File: config.mk
export PLATFORM = sky130hd
export DESIGN_NAME = ir_pulse_frame_encoder
export DESIGN_NICKNAME = d
export VERILOG_FILES = /design/src/rtl/irpfe_pkg.sv /design/src/rtl/irpfe_cfg.sv /design/src/rtl/irpfe_accum.sv /design/src/rtl/irpfe_seq.sv /design/src/rtl/ir_pulse_frame_encoder.sv
export SDC_FILE = /design/constraint.sdc
export NUM_CORES = 1
export LEC_CHECK = 0
export BUFFER_PORTS_ARGS = -buffer_cell sky130_fd_sc_hd__buf_2
export CORE_MARGIN = 5
export CORE_UTILIZATION = 31
export CTS_CLUSTER_DIAMETER = 50
export DETAILED_ROUTE_END_ITERATION = 6
export PLACE_DENSITY_LB_ADDON = 0.15
export SYNTH_ARGS = -nofsm -noshare
export SYNTH_HDL_FRONTEND = slang
export SYNTH_SLANG_ARGS = --single-unit
File: constraint.sdc
create_clock -name clk -period 13.2 [get_ports clk]
set_input_delay 2.64 -clock clk [delete_from_list [all_inputs] [get_ports clk]]
set_output_delay 2.64 -clock clk [all_outputs]
set_load 0.1 [all_outputs]
File: src/rtl/irpfe_pkg.sv
// ----------------------------------------------------------------------------
// irpfe_pkg
// Shared types and constants of the infrared pulse frame encoder.
// ----------------------------------------------------------------------------
package irpfe_pkg;

  localparam int unsigned PULSE_W  = 16;
  localparam int unsigned SPACE_W  = 20;
  localparam int unsigned CODE_W   = 8;
  localparam int unsigned ADDR_W   = 16;
  localparam int unsigned CFG_IDX_W  = 3;
  localparam int unsigned CFG_DATA_W = 20;

  // Register indexes
  localparam logic [CFG_IDX_W-1:0] REG_BIT_PULSE     = 3'd0;
  localparam logic [CFG_IDX_W-1:0] REG_ZERO_SPACE    = 3'd1;
  localparam logic [CFG_IDX_W-1:0] REG_ONE_SPACE     = 3'd2;
  localparam logic [CFG_IDX_W-1:0] REG_HEADER_PULSE  = 3'd3;
  localparam logic [CFG_IDX_W-1:0] REG_HEADER_SPACE  = 3'd4;
  localparam logic [CFG_IDX_W-1:0] REG_REPEAT_PERIOD = 3'd5;
  localparam logic [CFG_IDX_W-1:0] REG_SHORT_REPEAT  = 3'd6;
  localparam logic [CFG_IDX_W-1:0] REG_DEVICE_ADDR   = 3'd7;

  // Reset values
  localparam logic [PULSE_W-1:0] RST_BIT_PULSE     = 16'd560;
  localparam logic [PULSE_W-1:0] RST_ZERO_SPACE    = 16'd560;
  localparam logic [PULSE_W-1:0] RST_ONE_SPACE     = 16'd1680;
  localparam logic [PULSE_W-1:0] RST_HEADER_PULSE  = 16'd4500;
  localparam logic [PULSE_W-1:0] RST_HEADER_SPACE  = 16'd4500;
  localparam logic [SPACE_W-1:0] RST_REPEAT_PERIOD = 20'd110000;

  typedef struct packed {
    logic [PULSE_W-1:0] bit_pulse_us;
    logic [PULSE_W-1:0] zero_space_us;
    logic [PULSE_W-1:0] one_space_us;
    logic [PULSE_W-1:0] header_pulse_us;
    logic [PULSE_W-1:0] header_space_us;
    logic [SPACE_W-1:0] repeat_period_us;
    logic               short_repeat;
    logic [ADDR_W-1:0]  device_address;
  } cfg_t;

  // Control of the shared frame-length accumulator
  typedef struct packed {
    logic               load;
    logic               add;
    logic [PULSE_W-1:0] opa;
    logic [PULSE_W-1:0] opb;
  } acc_ctrl_t;

endpackage

File: src/rtl/irpfe_cfg.sv
// ----------------------------------------------------------------------------
// irpfe_cfg
// Configuration register file, written through a valid/ready channel.
// ----------------------------------------------------------------------------
module irpfe_cfg
  import irpfe_pkg::*;
(
  input  logic                  clk,
  input  logic                  rst,
  input  logic                  cfg_valid,
  output logic                  cfg_ready,
  input  logic [CFG_IDX_W-1:0]  cfg_index,
  input  logic [CFG_DATA_W-1:0] cfg_data,
  output cfg_t                  cfg
);

  assign cfg_ready = 1'b1;

  always_ff @(posedge clk) begin
    if (rst) begin
      cfg.bit_pulse_us     <= RST_BIT_PULSE;
      cfg.zero_space_us    <= RST_ZERO_SPACE;
      cfg.one_space_us     <= RST_ONE_SPACE;
      cfg.header_pulse_us  <= RST_HEADER_PULSE;
      cfg.header_space_us  <= RST_HEADER_SPACE;
      cfg.repeat_period_us <= RST_REPEAT_PERIOD;
      cfg.short_repeat     <= 1'b0;
      cfg.device_address   <= '0;
    end else if (cfg_valid && cfg_ready) begin
      unique case (cfg_index)
        REG_BIT_PULSE:     cfg.bit_pulse_us     <= cfg_data[PULSE_W-1:0];
        REG_ZERO_SPACE:    cfg.zero_space_us    <= cfg_data[PULSE_W-1:0];
        REG_ONE_SPACE:     cfg.one_space_us     <= cfg_data[PULSE_W-1:0];
        REG_HEADER_PULSE:  cfg.header_pulse_us  <= cfg_data[PULSE_W-1:0];
        REG_HEADER_SPACE:  cfg.header_space_us  <= cfg_data[PULSE_W-1:0];
        REG_REPEAT_PERIOD: cfg.repeat_period_us <= cfg_data[SPACE_W-1:0];
        REG_SHORT_REPEAT:  cfg.short_repeat     <= cfg_data[0];
        REG_DEVICE_ADDR:   cfg.device_address   <= cfg_data[ADDR_W-1:0];
        default: ;
      endcase
    end
  end

endmodule

File: src/rtl/irpfe_accum.sv
// ----------------------------------------------------------------------------
// irpfe_accum
// Shared frame-length accumulator and trailer padding subtractor.
// ----------------------------------------------------------------------------
module irpfe_accum
  import irpfe_pkg::*;
#(
  parameter int unsigned TOTAL_W = 24
) (
  input  logic               clk,
  input  acc_ctrl_t          ctrl,
  input  logic [SPACE_W-1:0] period,
  output logic [SPACE_W-1:0] gap
);

  logic [TOTAL_W-1:0] acc;
  logic [TOTAL_W-1:0] period_ext;
  logic [TOTAL_W-1:0] diff;

  always_ff @(posedge clk) begin
    if (ctrl.load) begin
      acc <= TOTAL_W'(ctrl.opa);
    end else if (ctrl.add) begin
      acc <= acc + TOTAL_W'(ctrl.opa) + TOTAL_W'(ctrl.opb);
    end
  end

  // The padding is always below the period, so it fits the space field.
  assign period_ext = TOTAL_W'(period);
  assign diff       = period_ext - acc;
  assign gap        = (acc < period_ext) ? diff[SPACE_W-1:0] : '0;

endmodule

File: src/rtl/irpfe_seq.sv
// ----------------------------------------------------------------------------
// irpfe_seq
// Frame sequencer: walks header, data bits and trailer, one pair a cycle.
// ----------------------------------------------------------------------------
module irpfe_seq
  import irpfe_pkg::*;
#(
  parameter int unsigned ADDRESS_BITS = 16,
  parameter int unsigned COMMAND_BITS = 8
) (
  input  logic               clk,
  input  logic               rst,
  input  logic               start,
  output logic               busy,
  input  logic [CODE_W-1:0]  command_code,
  input  logic               is_repeat,
  input  cfg_t               cfg,
  input  logic [SPACE_W-1:0] gap,
  output acc_ctrl_t          acc_ctrl,
  output logic               result_valid,
  output logic [PULSE_W-1:0] pulse_us,
  output logic [SPACE_W-1:0] space_us,
  output logic               last
);

  localparam int unsigned NBITS = ADDRESS_BITS + 2 * COMMAND_BITS;
  localparam int unsigned CNT_W = $clog2(NBITS + 1);

  localparam logic [1:0] S_IDLE   = 2'd0;
  localparam logic [1:0] S_HEADER = 2'd1;
  localparam logic [1:0] S_BITS   = 2'd2;
  localparam logic [1:0] S_TRAIL  = 2'd3;

  logic [1:0]              state;
  logic [1:0]              state_next;
  logic [CNT_W-1:0]        count;
  logic [NBITS-1:0]        frame;
  logic [COMMAND_BITS-1:0] cmd_ext;
  logic [ADDRESS_BITS-1:0] addr_ext;
  logic                    accept;
  logic                    use_short;
  logic [PULSE_W-1:0]      bit_space;

  assign busy      = (state != S_IDLE);
  assign accept    = start && !busy;
  assign use_short = cfg.short_repeat && is_repeat;
  assign cmd_ext   = COMMAND_BITS'(command_code);
  assign addr_ext  = ADDRESS_BITS'(cfg.device_address);
  assign bit_space = frame[0] ? cfg.one_space_us : cfg.zero_space_us;

  always_comb begin
    state_next = state;
    unique case (state)
      S_IDLE:   if (accept) state_next = S_HEADER;
      S_HEADER: state_next = S_BITS;
      S_BITS:   if (count == CNT_W'(1)) state_next = S_TRAIL;
      S_TRAIL:  state_next = S_IDLE;
      default:  state_next = S_IDLE;
    endcase
  end

  // The trailer mark is preloaded so that only the padding is left at the end.
  always_comb begin
    acc_ctrl      = '0;
    acc_ctrl.opa  = cfg.bit_pulse_us;
    acc_ctrl.opb  = bit_space;
    unique case (state)
      S_IDLE: acc_ctrl.load = accept;
      S_HEADER: begin
        acc_ctrl.add = 1'b1;
        acc_ctrl.opa = cfg.header_pulse_us;
        acc_ctrl.opb = cfg.header_space_us;
      end
      S_BITS:  acc_ctrl.add = 1'b1;
      default: ;
    endcase
  end

  always_ff @(posedge clk) begin
    if (rst) begin
      state        <= S_IDLE;
      result_valid <= 1'b0;
    end else begin
      state        <= state_next;
      result_valid <= (state != S_IDLE);
    end
  end

  always_ff @(posedge clk) begin
    unique case (state)
      S_IDLE: begin
        if (accept) begin
          if (use_short) begin
            frame <= NBITS'(1);
            count <= CNT_W'(1);
          end else begin
            frame <= {~cmd_ext, cmd_ext, addr_ext};
            count <= CNT_W'(NBITS);
          end
        end
      end
      S_HEADER: begin
        pulse_us <= cfg.header_pulse_us;
        space_us <= SPACE_W'(cfg.header_space_us);
        last     <= 1'b0;
      end
      S_BITS: begin
        pulse_us <= cfg.bit_pulse_us;
        space_us <= SPACE_W'(bit_space);
        last     <= 1'b0;
        frame    <= frame >> 1;
        count    <= count - CNT_W'(1);
      end
      S_TRAIL: begin
        pulse_us <= cfg.bit_pulse_us;
        space_us <= gap;
        last     <= 1'b1;
      end
      default: ;
    endcase
  end

endmodule

File: src/rtl/ir_pulse_frame_encoder.sv
// ----------------------------------------------------------------------------
// ir_pulse_frame_encoder
// Turns one transmission request into the mark/space pairs of one frame.
// ----------------------------------------------------------------------------
//  Channel   Handshake                  Payload
//  request   start, busy                command_code, is_repeat
//  result    result_valid (strobe)      pulse_us, space_us, last
//  config    cfg_valid, cfg_ready       cfg_index, cfg_data
//
// A transaction is accepted when start is high and busy is low. The first
// pair, the header, is registered in the header state, and one pair follows
// per cycle: ADDRESS_BITS + 2*COMMAND_BITS + 2 pairs for a standard frame
// (34 by default), three for a short repeat. busy drops while the trailer
// pair is on the ports, so the next request can be taken at the edge that
// takes the trailer; no request is taken while a frame is in progress. The
// pair rate is set by the sequencer stepping one bit a cycle through the
// shared accumulator.
// Reset is synchronous and restores the register defaults; results cannot be
// stalled.
// ----------------------------------------------------------------------------
module ir_pulse_frame_encoder
  import irpfe_pkg::*;
#(
  parameter int unsigned ADDRESS_BITS = 16,
  parameter int unsigned COMMAND_BITS = 8
) (
  input  logic                  clk,
  input  logic                  rst,
  input  logic                  start,
  output logic                  busy,
  input  logic [CODE_W-1:0]     command_code,
  input  logic                  is_repeat,
  output logic                  result_valid,
  output logic [PULSE_W-1:0]    pulse_us,
  output logic [SPACE_W-1:0]    space_us,
  output logic                  last,
  input  logic                  cfg_valid,
  output logic                  cfg_ready,
  input  logic [CFG_IDX_W-1:0]  cfg_index,
  input  logic [CFG_DATA_W-1:0] cfg_data
);

  // Room for every pair at full scale plus the trailer mark.
  localparam int unsigned TOTAL_W =
    PULSE_W + 1 + $clog2(ADDRESS_BITS + 2 * COMMAND_BITS + 3);

  cfg_t               cfg;
  acc_ctrl_t          acc_ctrl;
  logic [SPACE_W-1:0] gap;

  irpfe_cfg u_cfg (
    .clk       (clk),
    .rst       (rst),
    .cfg_valid (cfg_valid),
    .cfg_ready (cfg_ready),
    .cfg_index (cfg_index),
    .cfg_data  (cfg_data),
    .cfg       (cfg)
  );

  irpfe_accum #(
    .TOTAL_W (TOTAL_W)
  ) u_accum (
    .clk    (clk),
    .ctrl   (acc_ctrl),
    .period (cfg.repeat_period_us),
    .gap    (gap)
  );

  irpfe_seq #(
    .ADDRESS_BITS (ADDRESS_BITS),
    .COMMAND_BITS (COMMAND_BITS)
  ) u_seq (
    .clk          (clk),
    .rst          (rst),
    .start        (start),
    .busy         (busy),
    .command_code (command_code),
    .is_repeat    (is_repeat),
    .cfg          (cfg),
    .gap          (gap),
    .acc_ctrl     (acc_ctrl),
    .result_valid (result_valid),
    .pulse_us     (pulse_us),
    .space_us     (space_us),
    .last         (last)
  );

endmodule

==> impl_summary.md <==
Worst setup path
Of all nets on the critical path, the largest fanout is 19. Setup slack on the worst reg-to-reg path comes out at 8.89 ns. The launch point of the critical path is u_seq.state[0]. The largest single stage delay on the critical path is 0.60 ns. The signal on the critical path passes through inv_1 -> ha_1 -> inv_1 -> buf_2. The endpoint identified for the worst register-to-register timing path is u_accum.acc[11]. For this design, the slowest cell found on the critical path is sky130_fd_sc_hd__inv_1.

The number of cells traversed by the worst register-to-register path is 13. The cell that appears most often on the critical path is sky130_fd_sc_hd__inv_1. The worst setup path is launched from a register. The worst path arrival time is 2.49 ns. The most critical setup path has its endpoint at busy. The worst setup path is captured at a primary output.

The start-to-end type of the worst setup path is reg -> out. The launch point of the worst reg-to-reg path is u_seq.frame[0]. Data on the critical path is required at its endpoint by 10.56 ns.

Power
The peak ir drop on the vdd network is 157 uV. Dividing total power by cell area gives a power density of 276 mW/mm^2. The clock share of power is 23.6%. Cell internal power was estimated by the tool at 2.05 mW. In this run switching power makes up 45.6% of total power. The combinational share of power is 49.0%. The net load switching power is 1.72 mW. The leakage power of the design is 5.37 nW.

Of the total power, registers draw 27.4%.

STA
The maximum operating frequency is 0.195 GHz. The relative slew slack is 22.8%. The shortest period the worst path allows is 5.13 ns. The fraction of the cycle the final worst path needs is 38.8%. Setup repair after global routing left no endpoint under its margin. The number of hold-slack violations in the final timing report is 0. The largest clock skew in the final design is 0.0287 ns.

The final setup violation count is 0. The setup TNS after final layout is 0 ns. For the pin with the worst max-slew slack, the measured transition is 1.15 ns. Across all setup checks in the final design, the least slack found is 8.07 ns. The final count of pins violating max slew came to 0.

Logic synthesis
The share of async-settable or async-resettable flops after synthesis is 0%. The cell area after synthesis is 0.0117 sq mm. Synthesis inferred 218 register bits. The cell count after synthesis is 1,258. The count of cell types in the netlist is 62. Of the synthesized area, sequential elements account for 45.2%. Among all flip-flop cells after synthesis, the most frequent one is sky130_fd_sc_hd__dfxtp_1. The warning count from the yosys run is 0.

The number of nets in the synthesized netlist is 1,374. The average instance area after synthesis is 9.28 sq um. The number of enable-type register cells in the synthesized netlist is 91.

Drt
The number of nets with antenna violations after detailed routing is 0. In the final routed layout, each cell accounts on average for 18.9 um. In this run, the number of DRC markers left after iteration 0 of detailed routing was 469.

For this block, the routed nets add up to 34,900 um of wire. The first detailed-routing pass ran for 4 iterations. After detailed routing, the number of remaining DRC violations is 0. The number of vias in the routed layout is 8,926. The per-cell via count in the routed design is 4.83.

Run status
The run finished with clean final reports.

Final layout
Leaving out filler cells and counting taps, the final layout contains 1,848. The area growth from synthesis to layout is 17.1%. The repair_antennas step left the layout with diodes totalling 0. The count of nets after finishing is 1,428.

The sequential cell area is 0.00528 sq mm. The number of filler instances in the final layout is 3,852. The fraction of final layout cells sized beyond drive strength 1 is 16.5%. The multi-input combinational cells in the finished layout cover a total of 0.00593 sq mm.

At the end of the flow the core is filled with cells to 36.6%.

Die
The die extent in y is 204 um. The floorplan step defined a die boundary enclosing 0.0417 sq mm. The initial utilization of the core area, before any placement, comes to 31.2%.

Pin placement for this block handled 76 I/O pins. From left edge to right edge, the die measures 204 um. The initialized floorplan defines 71 standard-cell rows. After floorplanning, the core was sized to cover 0.0374 sq mm.

Clock network
Post-CTS repair changed the size of 0 cells. The longest clock path from root to sink contains 3 buffers. The CTS sink count is 218. Buffers added to address setup during post-CTS repair amount to 0.

The clock transition at the registers of the reported paths is 0.06 ns. Clock tree synthesis inserted a total of 31 buffers. The clock tree from TritonCTS is done. Clock latency on the worst-skew pair, taken at its later pin, is 0.58 ns.

In this run the number of H-tree levels came out at 1. For this design, the CTS-stage hold fixing added 0 buffers. In this run the clock root is driven by a sky130_fd_sc_hd__clkbuf_16.

Place
The cell total after placement is 1,790. The post-detailed-placement half-perimeter wirelength is 24,200 um. Buffers placed on the I/O ports in this run total 74. The routability congestion estimate from global placement is 0.824. The minimum setup slack after placement is 8.62 ns.

Job
The tool flagged a number of max-cap violations equal to 0.

Global routing
The initial antenna violation count is 0. The wire length of the first global-routing pass is 53,400 um. Entering global routing, the biggest net connects 63 pins.

The total overflow left after global routing is 0. The via count of the first global-routing pass came to 8,745. Global routing used 16.5% of the available tracks across all layers.

Min path
The worst hold path begins at u_cfg.cfg[98]. The path class of the lowest-slack min-delay path is reg -> reg.
metrics by stage:
step                      instance area (sq um)  power [mW]  hold WS, ns
after floorplan                           11700        2.46        0.433
after global placement                    12600        2.90        0.438
after detailed placement                  12600        2.90        0.444
after CTS                                 13700        3.81        0.452
after global routing                      13700        4.01        0.470
final                                     13700        3.77        0.453
power by group through the flow:
stage	clock network (mW)	logic (mW)	registers (mW)
3_5_place_dp	0	1.86	1.04
6_report	0.890	1.85	1.03
3_3_place_gp	0	1.85	1.04
5_1_grt	0.943	2.02	1.05
2_1_floorplan	0	1.08	1.38
4_1_cts	0.912	1.86	1.03
cell type report:
type	count	area share (%)
Sequential cell	218	38.6
Clock buffer	40	6.53
Inverter	68	1.87
Timing Repair Buffer	85	3.33
Multi-Input combinational cell	908	43.3
Clock inverter	18	1.67
Tap cell	511	4.68
worst min-delay path by stage:
stage | to | slack, ns | depth (start not counted)
global placement | u_cfg.cfg[81] | 0.44 | 2
global route | u_cfg.cfg[4] | 0.47 | 2
floorplan | u_cfg.cfg[69] | 0.43 | 2
detailed placement | u_cfg.cfg[98] | 0.44 | 2
CTS | u_cfg.cfg[98] | 0.45 | 2
finish | u_cfg.cfg[98] | 0.45 | 2
placed cells by master, fill, tap and decap left out, types with 5 or more instances in the layout:
| master | netlist | routed |
|---|---|---|
| sky130_fd_sc_hd__a22o_1 | 23 | 23 |
| sky130_fd_sc_hd__nor2_1 | 43 | 42 |
| sky130_fd_sc_hd__nand2_1 | 284 | 284 |
| sky130_fd_sc_hd__nand4_1 | 5 | 5 |
| sky130_fd_sc_hd__nor3_1 | 8 | 6 |
| sky130_fd_sc_hd__edfxtp_1 | 91 | 91 |
| sky130_fd_sc_hd__mux2i_1 | 6 | 6 |
| sky130_fd_sc_hd__nor2b_1 | 10 | 10 |
| sky130_fd_sc_hd__nand3b_1 | 29 | 29 |
| sky130_fd_sc_hd__o21ai_0 | 40 | 39 |
| sky130_fd_sc_hd__buf_2 | 5 | 73 |
| sky130_fd_sc_hd__mux2_2 | 62 | 62 |
| sky130_fd_sc_hd__inv_6 | 0 | 5 |
| sky130_fd_sc_hd__a21o_1 | 13 | 13 |
| sky130_fd_sc_hd__ha_1 | 62 | 61 |
| sky130_fd_sc_hd__a21oi_1 | 144 | 143 |
| sky130_fd_sc_hd__fa_1 | 18 | 18 |
| sky130_fd_sc_hd__inv_1 | 66 | 66 |
| sky130_fd_sc_hd__buf_4 | 2 | 12 |
| sky130_fd_sc_hd__o21ai_1 | 19 | 19 |
| sky130_fd_sc_hd__xor2_1 | 14 | 14 |
| sky130_fd_sc_hd__nand3_1 | 19 | 19 |
| sky130_fd_sc_hd__nand2b_1 | 6 | 6 |
| sky130_fd_sc_hd__xnor2_1 | 20 | 20 |
| sky130_fd_sc_hd__nor3b_1 | 13 | 13 |
| sky130_fd_sc_hd__and2_1 | 7 | 7 |
| sky130_fd_sc_hd__dfxtp_1 | 127 | 127 |
| sky130_fd_sc_hd__clkbuf_16 | 0 | 34 |
cells by family after synthesis:
| kind of cell | count (synthesis) | share of synthesized area, % |
|---|---|---|
| mux | 68 | 6.49 |
| compound gates | 287 | 15.0 |
| simple gates | 438 | 16.7 |
| flops | 218 | 45.2 |
| buf+inv | 132 | 4.36 |
| fa+ha+maj | 80 | 9.73 |
| other cells | 1 | 0.0321 |
| xor+xnor | 34 | 2.55 |
state kept, by name, indices dropped and copies added (netlist names):
register,flops
u_cfg.cfg,117
u_seq.result_valid,1
u_seq.count,6
u_seq.space_us,20
u_seq.last,1
u_seq.pulse_us,16
u_seq.frame,32
u_seq.state,2
u_accum.acc,23
synth_stat cells (6+ instances only):
library cell               instances  area [sq um]
sky130_fd_sc_hd__nand2_1         284          1070
sky130_fd_sc_hd__a21oi_1         144           721
sky130_fd_sc_hd__dfxtp_1         127          2540
sky130_fd_sc_hd__edfxtp_1         91          2730
sky130_fd_sc_hd__inv_1            66           248
sky130_fd_sc_hd__ha_1             62           776
sky130_fd_sc_hd__mux2_2           62           698
sky130_fd_sc_hd__clkbuf_1         54           203
sky130_fd_sc_hd__nor2_1           43           161
sky130_fd_sc_hd__o21ai_0          40           200
sky130_fd_sc_hd__nand3b_1         29           218
sky130_fd_sc_hd__a22o_1           23           201
sky130_fd_sc_hd__xnor2_1          20           175
sky130_fd_sc_hd__nand3_1          19          95.1
sky130_fd_sc_hd__o21ai_1          19          95.1
sky130_fd_sc_hd__fa_1             18           360
sky130_fd_sc_hd__xor2_1           14           123
sky130_fd_sc_hd__a21o_1           13          97.6
sky130_fd_sc_hd__nor3b_1          13          97.6
sky130_fd_sc_hd__nor2b_1          10          62.6
sky130_fd_sc_hd__nor3_1            8          40.0
sky130_fd_sc_hd__and2_1            7          43.8
sky130_fd_sc_hd__mux2i_1           6          60.1
sky130_fd_sc_hd__nand2b_1          6          37.5
critical path: cells and delay by family (launching register included):
family / cells / cell delay, ns
flops: 1 / 0.36
fa+ha+maj: 1 / 0.28
buf+inv: 3 / 1.26
metal layers:
layer | vias up | GRT usage, % | wire, um
met3 | 34 | 2.21 | 1200
met4 | 0 | 3.37 | 500
met2 | 133 | 27.7 | 16300
met5 | - | 0 | 0
li1 | 4460 | - | -
met1 | 4299 | 23.0 | 16900
(Power assumes the default switching activity.)
